[src/hw/rtl/alu16fc_pkg.sv]
// Package for the 16-bit ALU with flag register: item types, opcodes,
// flag bit positions and condition codes. No dependencies.
`timescale 1ns / 1ps

package alu16fc_pkg;

    localparam int WORD_W = 16;
    localparam int FLAG_W = 4;

    localparam logic [3:0] OP_ADD     = 4'd0;
    localparam logic [3:0] OP_ADC     = 4'd1;
    localparam logic [3:0] OP_SUB     = 4'd2;
    localparam logic [3:0] OP_SBB     = 4'd3;
    localparam logic [3:0] OP_MULH_UU = 4'd4;
    localparam logic [3:0] OP_MULH_SS = 4'd5;
    localparam logic [3:0] OP_MULH_US = 4'd6;
    localparam logic [3:0] OP_MUL_LO  = 4'd7;
    localparam logic [3:0] OP_SHL     = 4'd8;
    localparam logic [3:0] OP_SHR     = 4'd9;
    localparam logic [3:0] OP_AND     = 4'd10;
    localparam logic [3:0] OP_OR      = 4'd11;
    localparam logic [3:0] OP_XOR     = 4'd12;

    localparam int FLAG_Z = 0;
    localparam int FLAG_S = 1;
    localparam int FLAG_C = 2;
    localparam int FLAG_O = 3;

    localparam logic [2:0] COND_TRUE  = 3'd0;
    localparam logic [2:0] COND_CZ    = 3'd1;
    localparam logic [2:0] COND_LT    = 3'd2;
    localparam logic [2:0] COND_LE    = 3'd3;
    localparam logic [2:0] COND_S     = 3'd4;
    localparam logic [2:0] COND_Z     = 3'd5;
    localparam logic [2:0] COND_O     = 3'd6;
    localparam logic [2:0] COND_C     = 3'd7;

    localparam logic [FLAG_W-1:0] FLAGS_CLEAR = 4'b0000;

    typedef struct packed {
        logic [3:0]        opcode;
        logic [WORD_W-1:0] operand_a;
        logic [WORD_W-1:0] operand_b;
        logic              carry_in;
        logic              update_flags;
        logic [3:0]        cond_select;
    } alu16fc_in_t;

    typedef struct packed {
        logic [WORD_W-1:0] result;
        logic [FLAG_W-1:0] flags_out;
        logic              cond_true;
    } alu16fc_out_t;

endpackage

[src/hw/rtl/alu16fc_exec.sv]
// Combinational execute stage: adder, multiplier, shifter, logic unit,
// flag update and condition evaluation. Depends on alu16fc_pkg.
`timescale 1ns / 1ps

module alu16fc_exec (
    input  alu16fc_pkg::alu16fc_in_t        item_in,
    input  logic [alu16fc_pkg::FLAG_W-1:0]  flags_cur,
    output alu16fc_pkg::alu16fc_out_t       item_out
);

    logic [15:0]        a;
    logic [15:0]        b;
    logic               is_sub;
    logic [15:0]        b_add;
    logic               cin;
    logic [16:0]        sum;
    logic [15:0]        sum_r;
    logic               add_c;
    logic               add_o;
    logic               a_signed;
    logic               b_signed;
    logic signed [16:0] mul_a;
    logic signed [16:0] mul_b;
    logic signed [33:0] prod;
    logic [15:0]        r;
    logic [3:0]         f;
    logic               z;
    logic               s;
    logic               c;
    logic               o;
    logic               v;

    assign a        = item_in.operand_a;
    assign b        = item_in.operand_b;
    assign is_sub   = (item_in.opcode == alu16fc_pkg::OP_SUB) ||
                      (item_in.opcode == alu16fc_pkg::OP_SBB);
    assign b_add    = is_sub ? ~b : b;
    assign sum      = {1'b0, a} + {1'b0, b_add} + {16'd0, cin};
    assign sum_r    = sum[15:0];
    assign add_c    = sum[16] ^ is_sub;
    assign add_o    = (a[15] == b_add[15]) && (sum_r[15] != a[15]);

    assign a_signed = (item_in.opcode == alu16fc_pkg::OP_MULH_SS);
    assign b_signed = (item_in.opcode == alu16fc_pkg::OP_MULH_SS) ||
                      (item_in.opcode == alu16fc_pkg::OP_MULH_US);
    assign mul_a    = $signed({a_signed & a[15], a});
    assign mul_b    = $signed({b_signed & b[15], b});
    assign prod     = mul_a * mul_b;

    always_comb begin
        case (item_in.opcode)
            alu16fc_pkg::OP_ADC: cin = item_in.carry_in;
            alu16fc_pkg::OP_SUB: cin = 1'b1;
            alu16fc_pkg::OP_SBB: cin = ~item_in.carry_in;
            default:             cin = 1'b0;
        endcase
    end

    always_comb begin
        r = 16'd0;
        f = flags_cur;
        case (item_in.opcode)
            alu16fc_pkg::OP_ADD, alu16fc_pkg::OP_ADC,
            alu16fc_pkg::OP_SUB, alu16fc_pkg::OP_SBB: begin
                r = sum_r;
                if (item_in.update_flags) begin
                    f[alu16fc_pkg::FLAG_Z] = (sum_r == 16'd0);
                    f[alu16fc_pkg::FLAG_S] = sum_r[15];
                    f[alu16fc_pkg::FLAG_C] = add_c;
                    f[alu16fc_pkg::FLAG_O] = add_o;
                end
            end
            alu16fc_pkg::OP_MULH_UU, alu16fc_pkg::OP_MULH_SS,
            alu16fc_pkg::OP_MULH_US: begin
                r = prod[31:16];
            end
            alu16fc_pkg::OP_MUL_LO: begin
                r = prod[15:0];
            end
            alu16fc_pkg::OP_SHL, alu16fc_pkg::OP_SHR: begin
                r = (item_in.opcode == alu16fc_pkg::OP_SHL) ? (a << b[3:0]) : (a >> b[3:0]);
                if (item_in.update_flags) begin
                    f[alu16fc_pkg::FLAG_Z] = (r == 16'd0);
                    f[alu16fc_pkg::FLAG_S] = r[15];
                end
            end
            alu16fc_pkg::OP_AND, alu16fc_pkg::OP_OR, alu16fc_pkg::OP_XOR: begin
                if (item_in.opcode == alu16fc_pkg::OP_AND) begin
                    r = a & b;
                end else if (item_in.opcode == alu16fc_pkg::OP_OR) begin
                    r = a | b;
                end else begin
                    r = a ^ b;
                end
                if (item_in.update_flags) begin
                    f[alu16fc_pkg::FLAG_Z] = (r == 16'd0);
                    f[alu16fc_pkg::FLAG_S] = r[15];
                    f[alu16fc_pkg::FLAG_C] = 1'b0;
                end
            end
            default: begin
                r = 16'd0;
            end
        endcase
    end

    assign z = f[alu16fc_pkg::FLAG_Z];
    assign s = f[alu16fc_pkg::FLAG_S];
    assign c = f[alu16fc_pkg::FLAG_C];
    assign o = f[alu16fc_pkg::FLAG_O];

    always_comb begin
        case (item_in.cond_select[2:0])
            alu16fc_pkg::COND_TRUE: v = 1'b1;
            alu16fc_pkg::COND_CZ:   v = c | z;
            alu16fc_pkg::COND_LT:   v = s ^ o;
            alu16fc_pkg::COND_LE:   v = z | (s ^ o);
            alu16fc_pkg::COND_S:    v = s;
            alu16fc_pkg::COND_Z:    v = z;
            alu16fc_pkg::COND_O:    v = o;
            alu16fc_pkg::COND_C:    v = c;
            default:                v = 1'b1;
        endcase
    end

    assign item_out.result    = r;
    assign item_out.flags_out = f;
    assign item_out.cond_true = v ^ item_in.cond_select[3];

endmodule

[src/hw/rtl/alu16_flags_conditions_core.sv]
// Top level of the 16-bit ALU: input register, execute stage, result
// register and flag register. Depends on alu16fc_pkg and alu16fc_exec.
`timescale 1ns / 1ps

// Accepts one item per cycle on s_valid/s_ready while m_ready does not stall
// the result register, and returns one result per item on m_valid/m_ready, in
// order. An item is held in the input register and moves to the result
// register when that register is empty or being read; from there it is shown
// on m_valid. The rate is set by the loop from the flag register through the
// adder, shifter or logic unit and back, and by the single 17x17 multiplier,
// all in one pass. The flag register resets to all clear and is written as
// each item moves into the result register.
module alu16_flags_conditions_core (
    input  logic                        aclk,
    input  logic                        aresetn,
    input  logic                        s_valid,
    output logic                        s_ready,
    input  alu16fc_pkg::alu16fc_in_t    s_data,
    output logic                        m_valid,
    input  logic                        m_ready,
    output alu16fc_pkg::alu16fc_out_t   m_data
);

    logic                              in_valid_reg;
    alu16fc_pkg::alu16fc_in_t          in_data_reg;
    logic                              out_valid_reg;
    alu16fc_pkg::alu16fc_out_t         out_data_reg;
    logic [alu16fc_pkg::FLAG_W-1:0]    flags_reg;
    alu16fc_pkg::alu16fc_out_t         exec_out;
    logic                              advance;

    assign advance = in_valid_reg && (!out_valid_reg || m_ready);
    assign s_ready = !in_valid_reg || advance;

    alu16fc_exec u_exec (
        .item_in   (in_data_reg),
        .flags_cur (flags_reg),
        .item_out  (exec_out)
    );

    always_ff @(posedge aclk) begin
        if (!aresetn) begin
            in_valid_reg  <= 1'b0;
            out_valid_reg <= 1'b0;
            flags_reg     <= alu16fc_pkg::FLAGS_CLEAR;
        end else begin
            if (s_ready) begin
                in_valid_reg <= s_valid;
            end
            if (advance) begin
                out_valid_reg <= 1'b1;
                flags_reg     <= exec_out.flags_out;
            end else if (m_ready) begin
                out_valid_reg <= 1'b0;
            end
        end
    end

    always_ff @(posedge aclk) begin
        if (s_ready && s_valid) begin
            in_data_reg <= s_data;
        end
        if (advance) begin
            out_data_reg <= exec_out;
        end
    end

    assign m_valid = out_valid_reg;
    assign m_data  = out_data_reg;

endmodule
[config.mk]
export PLATFORM = sky130hd
export DESIGN_NAME = alu16_flags_conditions_core
export DESIGN_NICKNAME = d
export VERILOG_FILES = /design/src/hw/rtl/alu16fc_pkg.sv /design/src/hw/rtl/alu16fc_exec.sv /design/src/hw/rtl/alu16_flags_conditions_core.sv
export SDC_FILE = /design/constraint.sdc
export NUM_CORES = 1
export LEC_CHECK = 0
export BUFFER_PORTS_ARGS = -buffer_cell sky130_fd_sc_hd__buf_2
export CELL_PAD_IN_SITES_DETAIL_PLACEMENT = 0
export CELL_PAD_IN_SITES_GLOBAL_PLACEMENT = 1
export CORE_ASPECT_RATIO = 1.25
export CORE_MARGIN = 4
export CORE_UTILIZATION = 51
export CTS_BUF_LIST = sky130_fd_sc_hd__clkbuf_8
export CTS_CLUSTER_DIAMETER = 100
export DETAILED_ROUTE_END_ITERATION = 7
export GPL_TIMING_DRIVEN = 1
export PLACE_DENSITY = 0.8
export SKIP_CTS_REPAIR_TIMING = 1
export SLEW_MARGIN = 20
export SYNTH_ARGS = -nofsm -noshare
export SYNTH_HDL_FRONTEND = slang
export SYNTH_SLANG_ARGS = --single-unit
[constraint.sdc]
create_clock -name aclk -period 8.59 [get_ports aclk]
set_clock_uncertainty 0.2 [all_clocks]
set_input_delay 0 -clock aclk [delete_from_list [all_inputs] [get_ports aclk]]
set_output_delay 0 -clock aclk [all_outputs]
set_load 0.01 [all_outputs]
; Word-level counts from Yosys, hierarchy flattened
; Index checks and enable logic that the tools add are counted.
[totals]
output_inout_bits = 23
register_bits = 69
inputBits = 46
elab_cells = 85
[classes]
reduce_logical = 19
n_shift = 2
n_bitwise = 12
mux = 16
addsub = 2
mul = 1
eq_ne = 21
[op_table]
columns = cell, count
row1 = $mux W16, 5
row2 = $pmux W16 S5, 1
row3 = $logic_not A16 Y1, 3
row4 = $mul A17 B17 Y32, 1
row5 = $eq A4 B4 Y1 const B, 5
row6 = $add A16 B16 Y17, 1
row7 = $add A17 B1 Y17, 1
row8 = $and A16 B16 Y16, 1
row9 = $eq A4 B3 Y1 const B, 4
row10 = $not A16 Y16, 1
row11 = $or A16 B16 Y16, 1
row12 = $shl A16 B4 Y16, 1
row13 = $shr A16 B4 Y16, 1
row14 = $xor A16 B16 Y16, 1
row15 = $eq A3 B3 Y1 const B, 4
row16 = $eq A4 B2 Y1 const B, 2
row17 = $pmux W1 S8, 1
row18 = $eq A3 B2 Y1 const B, 2
row19 = $pmux W2 S3, 1
row20 = $reduce_or A3 Y1, 2
row21 = $eq A4 B1 Y1 const B, 1
row22 = $logic_not A4 Y1, 1
row23 = $logic_or A1 B1 Y1, 4
row24 = $mux W4, 1
row25 = 18 further kinds, 27

; Logic depth before layout (Yosys ltp)
[depth]
depth_word = 13
depth_mapped = 28
depth_no_buf = 24

; Modules after synthesis
; Synthesis repeated with hierarchy kept, for this count alone.
[hier_totals]
hier_cells = 1812
area_unflattened_um2 = 16512.1
[by_module_without_submodules]
columns = mod, instances, area_each_um2, seq_area_each_um2, cells_per_inst
row1 = alu16fc_exec, 1, 14362.5, 0.0, 1722
row2 = alu16_flags_conditions_core, 1, 2149.6, 2011.9, 90

; Least setup slack after synthesis
; OpenSTA, ideal clock, no wires.
[synth_path]
path_kind = register -> register
start = register in_data_reg[38] (netlist bit)
end = register out_data_reg (netlist bit m_data[20]), data pin
n_path_buf = 2
arrival_time_ns = 6.835
period_less_slack_ns = 7.306
setup_time_ns = 0.270
t_required_ns = 8.120
slack_ns = 1.284
path_stages_with_launch = 24
cell_sequence = edfxtp_1 > clkbuf_1 > clkbuf_1 > nand2_1 > nor3_1 > nand2_1 > inv_1 > fa_1 > fa_1 > inv_1 > fa_1 > fa_1 > fa_1 > inv_1 > fa_1 > ha_1 > nand2_1 > nor2_1 > a221o_1 > a21o_1 > a21o_1 > o41ai_1 > mux2i_1 > o211ai_1
[synth_rtl]
columns = item, line_no
row1 = from (decl), alu16_flags_conditions_core.sv:25  ; alu16fc_pkg::alu16fc_in_t in_data_reg;
row2 = from (signal assigned), alu16_flags_conditions_core.sv:61  ; in_data_reg <= s_data;
row3 = to (signal assigned), alu16_flags_conditions_core.sv:64  ; out_data_reg <= exec_out;
row4 = to (decl), alu16_flags_conditions_core.sv:27  ; alu16fc_pkg::alu16fc_out_t out_data_reg;

==> results.py <==
metrics = {
    "run_status": {
        "outcome": "completed",
    },
    "die": {
        "core_mm2": 0.03179,
        "start_util_pct": 51.74,
        "die_y_um": 208.8,
        "num_io_pins": 69,
        "die_area_mm2": 0.03520,
        "die_x_um": 168.6,
        "fp-row-count": 73,
    },
    "yosys": {
        "synth_top_family_by_area": "adder cells",
        "synth_compound_area_share_pct": 10.45,
        "synth_xor_area_share_pct": 3.409,
        "synth_nets": 2266,
        "ys_types": 73,
        "synth_mux_area_share_pct": 5.075,
        "yosysMostFrequentCell": "inv_1",
        "ys_seq_area_share_pct": 12.23,
        "synth_area_mm2": 0.01644,
        "synth-edff-count": 63,
        "syn_avg_cell_area_um2": 9.105,
        "synth_commonest_cells": "inv_1, fa_1, nor2_1, nand2_1, ha_1",
        "synth_top_area_cell": "fa_1",
        "ys_warn_count": 0,
        "synth_async_sr_flop_share_pct": 0,
        "netlist.area_leader.share_pct": 34.57,
        "synth_cells": 1806,
        "ys_seq_elements": 69,
        "synth_fa_ha_area_share_pct": 44.46,
        "synthTopCellsByArea": "fa_1, edfxtp_1, ha_1, inv_1, nor2_1",
        "synth-simple-area-share_pct": 14.41,
        "synth_flop_cell": "edfxtp_1",
    },
    "sta": {
        "tightest_slew_ps": 1104,
        "rsz0062_at_grt": "false",
        "finalSetupViolations": 0,
        "period_share_pct": 88.31,
        "drv_slew": 0,
        "final.setup.tns_ps": 0,
        "hold_slack_ps": 122.9,
        "finalCriticalPeriod_ps": 7586,
        "relSlewSlack_pct": 24.51,
        "timing.fmax_mhz": 131.8,
        "hold_violations": 0,
    },
    "clock_tree": {
        "cts.sinks": 69,
        "cts_tree": "done",
        "insertion_delay_ps": 380,
        "clk_pin_slew_ps": 90,
        "numCtsBuffers": 9,
        "ctsHtreeMaxLevel": 3,
        "cts_root_buf": "clkbuf_8",
        "clk_path_buf_depth": 2,
    },
    "power": {
        "vdd_drop_max_mv": 0.4116,
        "p_leak_nw": 8.286,
        "finalPower_w": 0.006234,
        "power.density_mw_per_mm2": 345.3,
    },
    "setup_path": {
        "cp_slowest_cell": "nor4_1",
        "cp_top_family": "adder cells",
        "slowest_delay_ps": 630,
        "required_ps": 8490,
        "worst-path-buf-inv": 3,
        "cp.arrival_ps": 7480,
        "cp_common_cell": "fa_1",
        "critical_path_peak_fanout": 13,
        "worstPathCellList": "nand2b_1 > buf_4 > nor4_1 > fa_1 > fa_1 > inv_1 > fa_1 > fa_1 > fa_1 > inv_1 > fa_1 > ha_1 > nand2_1 > nor2_1 > a221o_1 > a21o_1 > a21o_1 > o41ai_1 > mux2i_1 > o211ai_1",
        "start_kind": "flip-flop",
        "end_kind": "flip-flop",
        "critical_path_class": "flip-flop to flip-flop",
    },
    "detailed_routing": {
        "met2_length_mm": 28.19,
        "routedWlPerCell_um": 25.27,
        "vias": 13870,
        "drt_iter0_drc": 1212,
        "ant_nets": 0,
        "via_per_inst": 5.998,
        "drt_first_pass_iters": 8,
        "met1_length_mm": 21.83,
        "met3_wirelength_mm": 4.350,
        "drc_errors": 0,
        "top_layer": "met4",
        "wl_mm": 58.45,
    },
    "placement": {
        "dpl.hpwl_mm": 46.35,
        "place_area_mm2": 0.01734,
        "place_congestion": 1.020,
        "numPortBuffers": 68,
    },
    "final_layout": {
        "n_fill_cell": 2912,
        "syn_to_final_growth_pct": 9.792,
        "final_cell_area_mm2": 0.01805,
        "fin_nets": 2356,
        "utilization_pct": 56.80,
        "largest_register_ffs": 42,
        "drive_gt1_share_pct": 10.15,
        "n_antenna_cell": 0,
    },
    "global_routing": {
        "grt_max_degree": 43,
        "antenna_found_initial": 0,
        "grt_pass1_vias": 14640,
        "grt.total_usage_pct": 33.75,
        "grt-ovfl-total": 0,
        "grt_pass1_wl_mm": 89.30,
    },
    "hold_path": {
        "hp-class": "input port to flip-flop",
    },
    "run": {
        "max_cap_violations": 0,
    },
}
==> per-stage QoR <==
step / worst slack, ps / std cells
2_1_floorplan: 1284 / 1806
3_3_place_gp: 1159 / 2249
3_5_place_dp: 1075 / 2249
4_1_cts: 1035 / 2265
5_1_grt: 712.6 / 2313
6_report: 1004 / 2313
==> report_power, final <==
part / switching (W) / internal [W]
Combinational: 0.00332 / 0.00209
Sequential: 0.0000483 / 0.000444
Clock: 0.000156 / 0.000174
Total: 0.00353 / 0.00271
==> cell type report <==
class	count	area (um^2)	share of cell area, %
Tap cell	412	515.5	2.855
Clock buffer	10	137.6	0.7623
Timing Repair Buffer	169	1219	6.750
Clock inverter	6	93.84	0.5198
Sequential cell	69	2012	11.14
Multi-Input combinational cell	1309	12810	70.94
Inverter	338	1269	7.027
==> per-layer routing <==
| metal | vias to the layer above | global-route usage (%) |
|---|---|---|
| li1 | 6049 | - |
| met1 | 6933 | 42.80 |
| met2 | 697 | 56.00 |
| met3 | 195 | 4.957 |
| met4 | 0 | 17.86 |
| met5 | - | 0 |
==> kinds of logic (layout without fill, tap and decap cells) <==
group / after synthesis / count (layout)
adders and majority gates: 414 / 414
xor gates and xnor gates: 64 / 64
buffers and inverters: 428 / 523
DFF: 69 / 69
muxes: 50 / 50
AOI/OAI and AO/OA: 257 / 257
and+or+nand+nor: 524 / 524
==> worst paths after layout <==
path,cells past startpoint,from,slack (ps),end
setup reg to reg,20,in_data_reg[41]$_DFFE_PP_,1000,m_data[20]$_DFFE_PP_
hold reg to reg,2,flags_reg[2]$_SDFFE_PN0P_,320,flags_reg[2]$_SDFFE_PN0P_
setup / recovery,20,in_data_reg[41]$_DFFE_PP_,1000,m_data[20]$_DFFE_PP_
hold / removal,2,s_data[19],120,in_data_reg[19]$_DFFE_PP_
==> layout by cell type (no fill, tap or decap), types with 9 or more instances in the layout <==
cell	instances
nand4_1	11
nor2_1	198
inv_1	325
nand3_1	18
edfxtp_1	63
a21o_1	17
xor2_1	15
a211oi_1	22
o211ai_1	12
or2_2	9
o21ai_0	54
nor2b_1	12
mux2i_1	17
a21oi_1	54
nor3_1	27
o21a_1	9
a221oi_1	9
a31oi_1	11
clkbuf_8	10
fa_1	284
buf_2	68
xnor2_1	49
mux4_2	26
ha_1	130
nor4_1	14
buf_4	53
nand2b_1	18
nand2_1	169
o22ai_1	11
dlygate4sd3_1	48
No activity file was read; power rests on OpenSTA's default activity.
